--- config.mk ---
export PLATFORM = sky130hd
export DESIGN_NAME = pbc_div
export DESIGN_NICKNAME = d
export VERILOG_FILES = /design/src/design/pbc_pkg.sv /design/src/design/pbc_div.sv
export SDC_FILE = /design/constraint.sdc
export NUM_CORES = 1
export LEC_CHECK = 0
export BUFFER_PORTS_ARGS = -buffer_cell sky130_fd_sc_hd__buf_2
export CORE_MARGIN = 5
export CORE_UTILIZATION = 35
export DETAILED_ROUTE_END_ITERATION = 12
export SLEW_MARGIN = 25
export SYNTH_ARGS = -nofsm -noshare
export SYNTH_HDL_FRONTEND = slang
export SYNTH_SLANG_ARGS = --single-unit
--- constraint.sdc ---
create_clock -name clk -period 4.6 [get_ports clk]
set_input_delay 0.46 -clock clk [delete_from_list [all_inputs] [get_ports clk]]
set_output_delay 0.46 -clock clk [all_outputs]
set_load 0.01 [all_outputs]
--- src/design/pbc_pkg.sv ---
// ----------------------------------------------------------------------------
// pbc_pkg: shared types and constants for the projected box cull block
// Request payload structs, function and outcome codes, register indexes.
// ----------------------------------------------------------------------------
package pbc_pkg;

  localparam int unsigned BOX_TYPES_DEF = 8;
  localparam int unsigned REG_W         = 12;
  localparam int unsigned IDX_W         = 3;

  localparam logic signed [31:0] NEAR_LIMIT = 32'sh100;
  localparam logic signed [31:0] POS_BIG    = 32'sh7FFFFFFF;
  localparam logic signed [31:0] NEG_BIG    = -32'sh7FFFFFFF;
  localparam logic signed [13:0] CULL_MARGIN = 14'sd8;
  localparam logic signed [32:0] MIN_PIXELS  = 33'sd3;

  localparam logic [1:0] FN_BOX  = 2'd0;
  localparam logic [1:0] FN_MAT  = 2'd1;
  localparam logic [1:0] FN_TEST = 2'd2;

  localparam logic [2:0] OC_WRITE   = 3'd0;
  localparam logic [2:0] OC_NOBOX   = 3'd1;
  localparam logic [2:0] OC_NEAR    = 3'd2;
  localparam logic [2:0] OC_OUTSIDE = 3'd3;
  localparam logic [2:0] OC_SMALL   = 3'd4;
  localparam logic [2:0] OC_VISIBLE = 3'd5;

  localparam logic [IDX_W-1:0] R_CX = 3'd0;
  localparam logic [IDX_W-1:0] R_CY = 3'd1;
  localparam logic [IDX_W-1:0] R_CL = 3'd2;
  localparam logic [IDX_W-1:0] R_CR = 3'd3;
  localparam logic [IDX_W-1:0] R_CT = 3'd4;
  localparam logic [IDX_W-1:0] R_CB = 3'd5;

  typedef struct packed {
    logic [1:0]         func;
    logic [3:0]         index;
    logic               box_valid;
    logic signed [31:0] v0;
    logic signed [31:0] v1;
    logic signed [31:0] v2;
    logic signed [31:0] v3;
    logic signed [31:0] v4;
    logic signed [31:0] v5;
  } in_req_t;

  typedef struct packed {
    logic               visible;
    logic [2:0]         outcome;
    logic signed [31:0] screen_min_x;
    logic signed [31:0] screen_min_y;
    logic signed [31:0] screen_max_x;
    logic signed [31:0] screen_max_y;
  } out_req_t;

endpackage

--- src/design/pbc_div.sv ---
// ----------------------------------------------------------------------------
// pbc_div: iterative signed divider
// Restoring divide, one quotient bit per cycle, truncates toward zero.
// Numerator 40 bits signed, divisor 32 bits positive.
// ----------------------------------------------------------------------------
module pbc_div (
  input  logic               clk,
  input  logic               rst_n,
  input  logic               start,
  input  logic signed [39:0] num,
  input  logic signed [31:0] den,
  output logic               done,
  output logic [31:0]        quo
);
  import pbc_pkg::*;

  logic [39:0] q_r, q_nxt;
  logic [32:0] rem_r, rem_nxt;
  logic [31:0] d_r, d_nxt;
  logic        neg_r, neg_nxt;
  logic [5:0]  cnt_r, cnt_nxt;
  logic        busy_r, busy_nxt;
  logic        done_r, done_nxt;
  logic [33:0] trial;
  logic [39:0] qneg;

  always_comb begin
    q_nxt = q_r; rem_nxt = rem_r; d_nxt = d_r; neg_nxt = neg_r;
    cnt_nxt = cnt_r; busy_nxt = busy_r; done_nxt = 1'b0;
    trial = {rem_r, q_r[39]} - {2'b00, d_r};
    if (start) begin
      neg_nxt  = num[39];
      q_nxt    = num[39] ? (~num + 40'd1) : num;
      rem_nxt  = '0;
      d_nxt    = den;
      cnt_nxt  = 6'd0;
      busy_nxt = 1'b1;
    end else if (busy_r) begin
      if (!trial[33]) begin
        rem_nxt = trial[32:0];
        q_nxt   = {q_r[38:0], 1'b1};
      end else begin
        rem_nxt = {rem_r[31:0], q_r[39]};
        q_nxt   = {q_r[38:0], 1'b0};
      end
      cnt_nxt = cnt_r + 6'd1;
      if (cnt_r == 6'd39) begin
        busy_nxt = 1'b0;
        done_nxt = 1'b1;
      end
    end
  end

  always_ff @(posedge clk) begin
    if (!rst_n) begin
      busy_r <= 1'b0;
      done_r <= 1'b0;
      cnt_r  <= '0;
    end else begin
      busy_r <= busy_nxt;
      done_r <= done_nxt;
      cnt_r  <= cnt_nxt;
    end
    q_r   <= q_nxt;
    rem_r <= rem_nxt;
    d_r   <= d_nxt;
    neg_r <= neg_nxt;
  end

  assign qneg = ~q_r + 40'd1;
  assign done = done_r;
  assign quo  = neg_r ? qneg[31:0] : q_r[31:0];

endmodule

* Word level (Yosys, flattened, before mapping) *
Cells that the tools add are included.

cells by class
  mux-type cells = 10
  bitwise gates (word level) = 4
  add/subtract/negate cells = 4
  reduce and logical (&&, ||, !) cells = 3
  eq/ne operators = 1

operators with widths
  kind                                                              number
  40-bit 2-to-1 mux                                                 3
  40-bit by 1-bit adder with 40-bit output (second input constant)  1
  40-bit inverter                                                   1
  34-bit by 32-bit subtractor with 34-bit output                    1
  33-bit 2-to-1 mux                                                 1
  32-bit by 1-bit adder with 32-bit output (second input constant)  1
  32-bit 2-to-1 mux                                                 1
  32-bit inverter                                                   1
  6-bit by 1-bit adder with 6-bit output (second input constant)    1
  6-bit == test (second input constant)                             1
  1-bit 2-to-1 mux                                                  5
  3-bit OR reduction                                                1
  1-bit inverter                                                    2
  2-bit nonzero test                                                1
  2-bit OR reduction                                                1

word-level totals
  register bits after elaboration = 114
  output and inout port bits = 33

* Longest topological paths before layout *
Gate-level depths: netlist of run 1.

  depth after elaboration = 4
  mapped depth = 13

* Worst setup path after synthesis of run 1 *
No wires, ideal clock.

  path type = register -> output
  start point = register q_r[8]
  end point = output quo[29]
  stages on the path, launching flop included = 9
  required time = 4,140 ps
  arrival time = 3,009 ps
  path slack = 1,131 ps
  path buffers = 0
  cells stage by stage = edfxtp_1 -> or4_1 -> nor2_2 -> nand4_1 -> or4_1 -> or4_1 -> or4_1 -> o31ai_1 -> xnor2_1

between the ends
  word-level cells in the longest chain between the ends = 3

ends and longest elaborated chain
  item                                      RTL line       text
  from (decl)                               pbc_div.sv:17  logic [39:0] q_r, q_nxt;
  from (signal assigned)                    pbc_div.sv:64  q_r <= q_nxt;
  32-bit inverter                           pbc_div.sv:70  assign qneg = ~q_r + 40'd1;
  32-bit by 1-bit adder with 32-bit output  pbc_div.sv:70
  32-bit 2-to-1 mux                         pbc_div.sv:72  assign quo = neg_r ? qneg[31:0] : q_r[31:0];
  to (decl)                                 pbc_div.sv:13  output logic [31:0] quo

No other way between the ends.

* Worst setup path after layout of run 1 *
Ends and elaborated chain as after synthesis.

==> impl_metrics.tcl, run 1 <==
set metrics [dict create \
    outcome "completed" \
    finalSetupViolCount 0 \
    synth_area_um2 7890 \
    die_h_um 160 \
    pin_count 108 \
    max_stage_delay_ps 580 \
    port-buffer-count 107 \
    ys_ff_latch 114 \
    wl_um 20700 \
    syn_avg_cell_area_um2 8.81 \
    r2r_end "rem_r[4]$_SDFFE_PP0P_" \
    critPathBufInv 1 \
    num_rows 55 \
    relSlewSlack_pct 34.6 \
    grtUsageTotal_pct 16.3 \
    irDropWorstVdd_v 0.000152 \
    layout.nets 1086 \
    drv_cap 0 \
    grt_pass1_vias 6719 \
    grt_pass1_wl_um 34600 \
    fin_skew_ps 15.9 \
    drtIter0Drc 457 \
    synth-async-reset-ratio_pct 0 \
    r2r-start "d_r[11]$_DFFE_PP_" \
    grt_setup_unrepaired "no" \
    cpMostUsedCell "or4_1" \
    drcViolationCount 0 \
    synth_edf_count 73 \
    cts_setup_buffers 0 \
    mostFrequentLayoutCell "buf_2" \
    die_w_um 160 \
    coreArea_um2 22400 \
    fin_area_um2 9240 \
    synth.yosys.seq_area_share_pct 38.2 \
    diodes 0 \
    antenna_found_initial 0 \
    ys_warn_count 0 \
    wire_per_inst_um 16.3 \
    power_density_nw_per_um2 372 \
    cp_max_fo 4 \
    synthTopCellsByArea "edfxtp_1 28%, dfxtp_1 10%, xor2_1 6.0%" \
    hold_ws_ps 204 \
    root_buffer "clkbuf_16" \
    first_pass_iters 5 \
    setup_tns_ps 0 \
    finalPower_mw 3.44 \
    grt_overflow 0 \
    path_class "reg -> out" \
    syn-num-nets 1006 \
    hold_buffers 0 \
    crit_slowest_cell "or4_1" \
    mostFrequentLayoutCells "106 x buf_2, 90 x nor2_1, 74 x a21oi_1" \
    fin_crit_sh_pct 94.1 \
    whs_path_depth 1 \
    holdCritPathClass "in -> reg" \
    fillers 2287 \
    reg2reg_depth 11 \
    slew_violations 0 \
    ctsHtreeMaxLevel 4 \
    cp-end-kind "output port" \
    grt_max_degree 102 \
    cts-resized-gates 0 \
    vias 6976 \
    hp-start "den[8]" \
    hold_viol_final 0 \
    initial_utilization_pct 35.2 \
    placed_area_um2 8640 \
    cts_sinks 114 \
    min_to "d_r[8]$_DFFE_PP_" \
    pre_cts_ws_ps 763 \
    worstMarginPinSlew_ps 978 \
    startpoint_type "register" \
    die-area_um2 25600 \
    post-route-util_pct 41.2 \
    syn_inst 895 \
    synth_top_area_cell "edfxtp_1" \
    drive_gt1_share_pct 16.5 \
    synth_cell_types 60 \
    numCtsBuffers 17 \
    max_freq_mhz 231 \
    post-dp-hpwl_um 14600 \
    ys.flop_type "edfxtp_1" \
    syn_to_final_growth_pct 17.2 \
    arrival_ps 3870 \
    cp.required_ps 4140 \
    dp.cells 1240 \
    clock_path_buffers 2 \
    finalNonFillerCells 1273 \
    crit_chain "or4_1 -> nor2_2 -> nand4_1 -> or4_1 -> or4_1 -> or4_1 -> o31ai_1 -> xnor2_1 -> buf_2" \
    finalCriticalPeriod_ps 4330 \
    cts_tree "built" \
    setup_ws_ps 272 \
    path_clk_slew_ps 60 \
    p_leak_nw 3.71 \
    synth_top_area_share_pct 27.8 \
    gp_congestion 0.863 \
    clk_latency_ps 430 \
    ant_nets 0 \
    vias_per_cell 5.48 \
    path_delay_family "simple AND/OR/NAND/NOR gates" \
    r2r_slack_ps 980 \
]
-- metal layers --
metal / share of wire, % / global-route usage [%] / up-vias
met5: 0 / 0 / -
met4: 1.7 / 5.48 / 0
met3: 4.9 / 3.64 / 27
met2: 46 / 25.4 / 181
met1: 47 / 22.4 / 3288
li1: - / - / 3480
-- cells in the mapped netlist, types with 5 or more instances --
cell type,count
a211oi_1,6
a21boi_0,5
a21o_1,21
a21oi_1,75
a311oi_1,28
a31oi_1,8
and3_1,11
clkbuf_1,51
dfxtp_1,41
edfxtp_1,73
ha_1,35
inv_1,42
nand2_1,47
nand2b_1,12
nand3_1,37
nand4_1,14
nor2_1,90
nor3_1,8
nor4_1,6
o2111ai_1,5
o211ai_1,7
o21ai_0,70
o31ai_1,23
o41ai_1,9
or3_1,7
or4_1,13
xnor2_1,43
xor2_1,54
-- worst register-to-register path: cells and delay by family (launching register included) --
| kind | cells | cell delay [ps] |
|---|---|---|
| and+or+nand+nor | 4 | 1260 |
| AOI/OAI and AO/OA | 4 | 1110 |
| buffers and inverters | 2 | 370 |
| adders and majority gates | 1 | 450 |
| DFF | 1 | 320 |
-- where the power goes --
group	switching [mW]	leakage, nW	internal [mW]
clock	0.537	0.276	0.757
combinational	0.512	2.38	0.350
sequential	0.0833	1.05	1.20
total	1.13	3.71	2.31
-- worst max path at each step --
stage	start	endpoint	slack (ps)	cells after the start
5_1_grt	q_r[8]$_DFFE_PP_	quo[29]	30	9
6_report	q_r[8]$_DFFE_PP_	quo[29]	270	9
3_5_place_dp	q_r[8]$_DFFE_PP_	quo[29]	760	9
3_3_place_gp	q_r[8]$_DFFE_PP_	quo[29]	800	9
2_1_floorplan	q_r[8]$_DFFE_PP_	quo[29]	1130	8
4_1_cts	q_r[8]$_DFFE_PP_	quo[29]	270	9
-- final cells by class --
type,count,area (um2),share of cell area (%)
timing repair buffer,117,633,6.85
clock inverter,15,150,1.62
clock buffer,17,425,4.60
multi-input combinational,682,4500,48.7
tap,285,357,3.86
inverter,43,161,1.75
sequential,114,3010,32.6
-- kinds of logic after synthesis --
kind of cell	Yosys count	share of synthesized area, %
compound gates	281	23.3
simple gates	266	16.9
flops	114	38.2
buf+inv	99	4.79
xor+xnor	97	10.8
fa+ha+maj	36	5.81
mux	2	0.254
-- sequential cells by signal (all words and copies together), names as in the netlist --
name,flops
q_r,40
d_r,32
done,1
neg_r,1
rem_r,33
busy_r,1
cnt_r,6
Power figures use the tool's default switching activity.
==> run 2, diff against run 1 <==
- clock period: 4.6 -> 5.4 ns (I/O delays scaled with it)
==> run 2 against run 1 <==
Effect of this change: die area is the same; register-to-register slack gained 860 ps; global-route usage shrank 0.31 points; critical path depth shrank 1; cell area shrank 0.22%; total power shrank 13%; critical path type unchanged; critical endpoint is now quo[31]; highest routed layer unchanged.
==> impl_metrics.tcl, run 2 (synthesis gave the netlist of run 1 again) <==
set metrics [dict create \
    die_h_um 160 \
    grt_setup_unrepaired "no" \
    finalNonFillerCells 1269 \
    path_class "reg -> out" \
    wire_per_inst_um 16.1 \
    top_regs "q_r x40, rem_r x33, d_r x32" \
    irDropWorstVdd_v 0.000139 \
    syn_to_final_growth_pct 16.9 \
    port-buffer-count 107 \
    post-route-util_pct 41.1 \
    coreArea_um2 22400 \
    largest_reg_flops 40 \
    power_density_nw_per_um2 324 \
    drive_gt1_share_pct 16.2 \
    use_met3_pct 3.20 \
    arrival_ps 3960 \
    regMostFlops "q_r" \
    fillers 2251 \
    path_clk_slew_ps 60 \
    cp_max_fo 6 \
    cts_sinks 114 \
    cts_tree "built" \
    ant_nets 0 \
    outcome "completed" \
    initial_utilization_pct 35.2 \
    clk_latency_ps 420 \
    grt_pass1_wl_um 33900 \
    drv_cap 0 \
    grtUsageMet2_pct 24.2 \
    dp.cells 1236 \
    layout.nets 1081 \
    setup_tns_ps 0 \
    relSlewSlack_pct 31.1 \
    num_rows 55 \
    mostFrequentLayoutCell "buf_2" \
    grtUsageTotal_pct 16.0 \
    cp-end-kind "output port" \
    drtIter0Drc 496 \
    vias_per_cell 5.46 \
    worstMarginPinSlew_ps 1030 \
    hold_viol_final 0 \
    max_freq_mhz 222 \
    grt_max_degree 94 \
    finalCriticalPeriod_ps 4500 \
    busiest_layer "met2" \
    startpoint_type "register" \
    ctsHtreeMaxLevel 4 \
    hold_buffers 0 \
    die_w_um 160 \
    pin_count 108 \
    cts-resized-gates 0 \
    wl_um 20400 \
    die-area_um2 25600 \
    fin_skew_ps 11.4 \
    cts_setup_buffers 0 \
    first_pass_iters 5 \
    post-dp-hpwl_um 14400 \
    grt_pass1_vias 6796 \
    fin_crit_sh_pct 83.3 \
    mostFrequentLayoutCells "106 x buf_2, 90 x nor2_1, 74 x a21oi_1" \
    root_buffer "clkbuf_16" \
    met1_usage_pct 22.4 \
    antenna_found_initial 1 \
    cp.required_ps 4860 \
    slew_violations 0 \
    grt_overflow 0 \
    p_leak_nw 3.69 \
    numCtsBuffers 17 \
    gp_congestion 0.857 \
    holdCritPathClass "in -> reg" \
    drcViolationCount 0 \
    vias 6928 \
    hold_ws_ps 287 \
    clock_path_buffers 2 \
    finalSetupViolCount 0 \
]
==> run 2: report_power, final <==
group | internal (mW) | switching (mW)
combinational | 0.292 | 0.433
clock | 0.730 | 0.440
sequential | 1.02 | 0.0680
total | 2.04 | 0.941
==> run 2: path summary, 6_finish.rpt <==
| path | startpoint | to | cells after the start | slack (ps) |
|---|---|---|---|---|
| worst max-delay path | q_r[4]$_DFFE_PP_ | quo[31] | 8 | 900 |
| worst max register to register | d_r[4]$_DFFE_PP_ | rem_r[22]$_SDFFE_PP0P_ | 10 | 1840 |
| worst min-delay path | den[14] | d_r[14]$_DFFE_PP_ | 1 | 290 |
| worst min register to register | cnt_r[5]$_SDFFE_PP0P_ | cnt_r[5]$_SDFFE_PP0P_ | 2 | 490 |
==> run 2: through the flow <==
step	worst slack, ps	power (mW)	area (um2)
after floorplan	1850	1.61	7890
after CTS	885	3.02	9220
after detailed placement	1360	1.83	8610
final	901	2.99	9220
after global routing	533	3.15	9220
after global placement	1420	1.83	8610
==> run 2: routing by layer <==
metal,share of wire (%),up-vias,routed length [um]
li1,-,3476,-
met1,49,3251,9950
met2,45,164,9110
met3,4.4,37,892
met4,2.3,0,472
met5,0,-,0
==> run 2: cell type report <==
class / count / area [um2] / area share [%]
timing repair buffer: 112 / 576 / 6.24
tap: 285 / 357 / 3.87
antenna: 1 / 2.50 / 0.0271
clock inverter: 15 / 185 / 2.01
sequential: 114 / 3010 / 32.7
clock buffer: 17 / 425 / 4.61
multi-input combinational: 682 / 4500 / 48.8
inverter: 43 / 161 / 1.75
==> run 2: worst max-delay path, stage by stage (launching register included) <==
cell	delay [ps]
edfxtp_1	440
nor4_1	740
nand4_1	300
or4_1	550
or4_1	450
or4_1	480
o31ai_1	270
xnor2_1	150
buf_2	150
==> run 3, diff against run 2 <==
- clock period: 5.4 -> 4.3 ns (I/O delays scaled with it)
==> run 3 against run 2 <==
Effect of this change: count of clock-buffer cells in the layout is the same; first-iteration DRC count is 35% lower; non-clock buffer count up 10; setup slack got worse by 770 ps; clock skew decreased by 1.9 ps; critical path type unchanged; sequential cell count did not move; highest routed layer unchanged; sequential power grew 26%; cell count rose by 0.71%; total power is 26% higher; die area stayed put; combinational power is 29% higher.
==> impl_metrics.tcl, run 3 (synthesis gave the netlist of run 1 again) <==
set metrics [dict create \
    cp_max_fo 4 \
    vias 6966 \
    hold_buffers 0 \
    crit_slowest_cell "or4_1" \
    drive_gt1_share_pct 17.4 \
    grt_overflow 0 \
    grt_pass1_vias 6704 \
    setup_ws_ps 133 \
    multi_input_area_um2 4520 \
    mostFrequentLayoutCell "buf_2" \
    crit_chain "or4_1 -> nor2_4 -> nand4_1 -> or4_4 -> or4_1 -> or4_1 -> o31ai_1 -> xnor2_1 -> buf_2" \
    grt_setup_unrepaired "yes" \
    largest_reg_flops 40 \
    finalPower_mw 3.77 \
    root_buffer "clkbuf_16" \
    cts_tree "built" \
    diodes 0 \
    dp.cells 1242 \
    fin_crit_sh_pct 96.9 \
    port-buffer-count 107 \
    startpoint_type "register" \
    highest_layer "met4" \
    dr_wl_met3_um 898 \
    seq_area_um2 3010 \
    max_freq_mhz 240 \
    irDropWorstVdd_v 0.000213 \
    cpMostUsedCell "or4_1" \
    pin_count 108 \
    wire_per_inst_um 16.0 \
    vias_per_cell 5.45 \
    p_switching_mw 1.23 \
    fillers 2259 \
    cts_sinks 114 \
    hold_viol_final 0 \
    ctsHtreeMaxLevel 4 \
    mostFrequentLayoutCells "106 x buf_2, 90 x nor2_1, 74 x a21oi_1" \
    wl_met1_um 9870 \
    num_rows 55 \
    pre_cts_ws_ps 505 \
    post-dp-hpwl_um 14300 \
    die_w_um 160 \
    gp_congestion 0.863 \
    arrival_ps 3740 \
    swShare_pct 32.6 \
    path_clk_slew_ps 60 \
    syn_to_final_growth_pct 18.1 \
    clkPwrFrac_pct 39.0 \
    slew_violations 0 \
    layout.nets 1091 \
    clock_path_buffers 2 \
    power_frac_comb_pct 24.8 \
    finalSetupViolCount 0 \
    setup_tns_ps 0 \
    p_leak_nw 3.75 \
    coreArea_um2 22400 \
    drcViolationCount 0 \
    power_density_nw_per_um2 405 \
    finalNonFillerCells 1278 \
    wl_met2_um 9330 \
    antenna_found_initial 0 \
    grt_max_degree 94 \
    regMostFlops "q_r" \
    r2r_slack_ps 720 \
    die_h_um 160 \
    power_frac_seq_pct 36.3 \
    initial_utilization_pct 35.2 \
    first_pass_iters 7 \
    holdCritPathClass "in -> reg" \
    die-area_um2 25600 \
    wl_um 20400 \
    clk_latency_ps 430 \
    worstMarginPinSlew_ps 972 \
    path_class "reg -> out" \
    top_regs "q_r x40, rem_r x33, d_r x32" \
    outcome "completed" \
    grtUsageTotal_pct 15.8 \
    fin_area_um2 9320 \
    grt_pass1_wl_um 33800 \
    cp.required_ps 3870 \
    relSlewSlack_pct 35.0 \
    fin_skew_ps 9.52 \
    drtIter0Drc 322 \
    drv_cap 0 \
    placed_area_um2 8660 \
    cp-end-kind "output port" \
    max_stage_delay_ps 610 \
    ant_nets 0 \
    numCtsBuffers 17 \
    finalCriticalPeriod_ps 4170 \
    p_int_mw 2.54 \
]
==> run 3: cell count changes in the layout (fill, tap and decap cells not counted), sizes merged <==
| cell | delta |
|---|---|
| bufinv | -1 |
| buf | +10 |
| clkinv | -6 |
| inv | +9 |
| clkinvlp | -2 |
| diode | -1 |
==> run 3: metal layers <==
layer	vias to the layer above	global-route usage [%]
met5	-	0
met4	0	4.73
met3	25	3.64
met2	152	24.9
met1	3286	21.8
li1	3503	-
==> run 3: timing repair <==
item                                    4_1_cts  5_1_grt
endpoints found under the hold margin         0        0
gates resized for setup                       0        7
buffers inserted                              0        3
endpoints found under the setup margin        0        4
==> run 3: final cells by class <==
type | count | area share (%)
multi-input combinational | 682 | 48.5
clock inverter | 15 | 1.92
inverter | 43 | 1.73
clock buffer | 17 | 4.57
sequential | 114 | 32.3
tap | 285 | 3.83
timing repair buffer | 122 | 7.06
==> run 3: through the flow <==
stage / hold slack [ps] / util, %
2_1_floorplan: 458 / -
3_3_place_gp: 475 / 38.6
3_5_place_dp: 483 / 38.6
4_1_cts: 159 / 41.3
5_1_grt: 156 / 41.5
6_report: 178 / 41.5
==> run 3: worst paths after layout <==
path	cells past startpoint	endpoint	from
max	9	quo[29]	q_r[9]$_DFFE_PP_
min	1	d_r[7]$_DFFE_PP_	den[7]
min reg2reg	2	cnt_r[5]$_SDFFE_PP0P_	cnt_r[5]$_SDFFE_PP0P_
max reg2reg	11	rem_r[23]$_SDFFE_PP0P_	d_r[12]$_DFFE_PP_
==> run 3: critical path: cells and delay by family (launching register included) <==
family | cells | cell delay [ps]
buffers and inverters | 1 | 140
flip-flops | 1 | 420
AND/OR/NAND/NOR | 6 | 2330
AO/OA/AOI/OAI | 1 | 270
XOR/XNOR | 1 | 150
==> run 3: power by group through the flow <==
| stage | combinational [mW] | clock, mW | sequential, mW |
|---|---|---|---|
| 6_report | 0.935 | 1.47 | 1.37 |
| 5_1_grt | 1.04 | 1.56 | 1.38 |
| 3_3_place_gp | 0.914 | 0 | 1.39 |
| 3_5_place_dp | 0.915 | 0 | 1.39 |
| 4_1_cts | 0.922 | 1.50 | 1.37 |
| 2_1_floorplan | 0.653 | 0 | 1.36 |
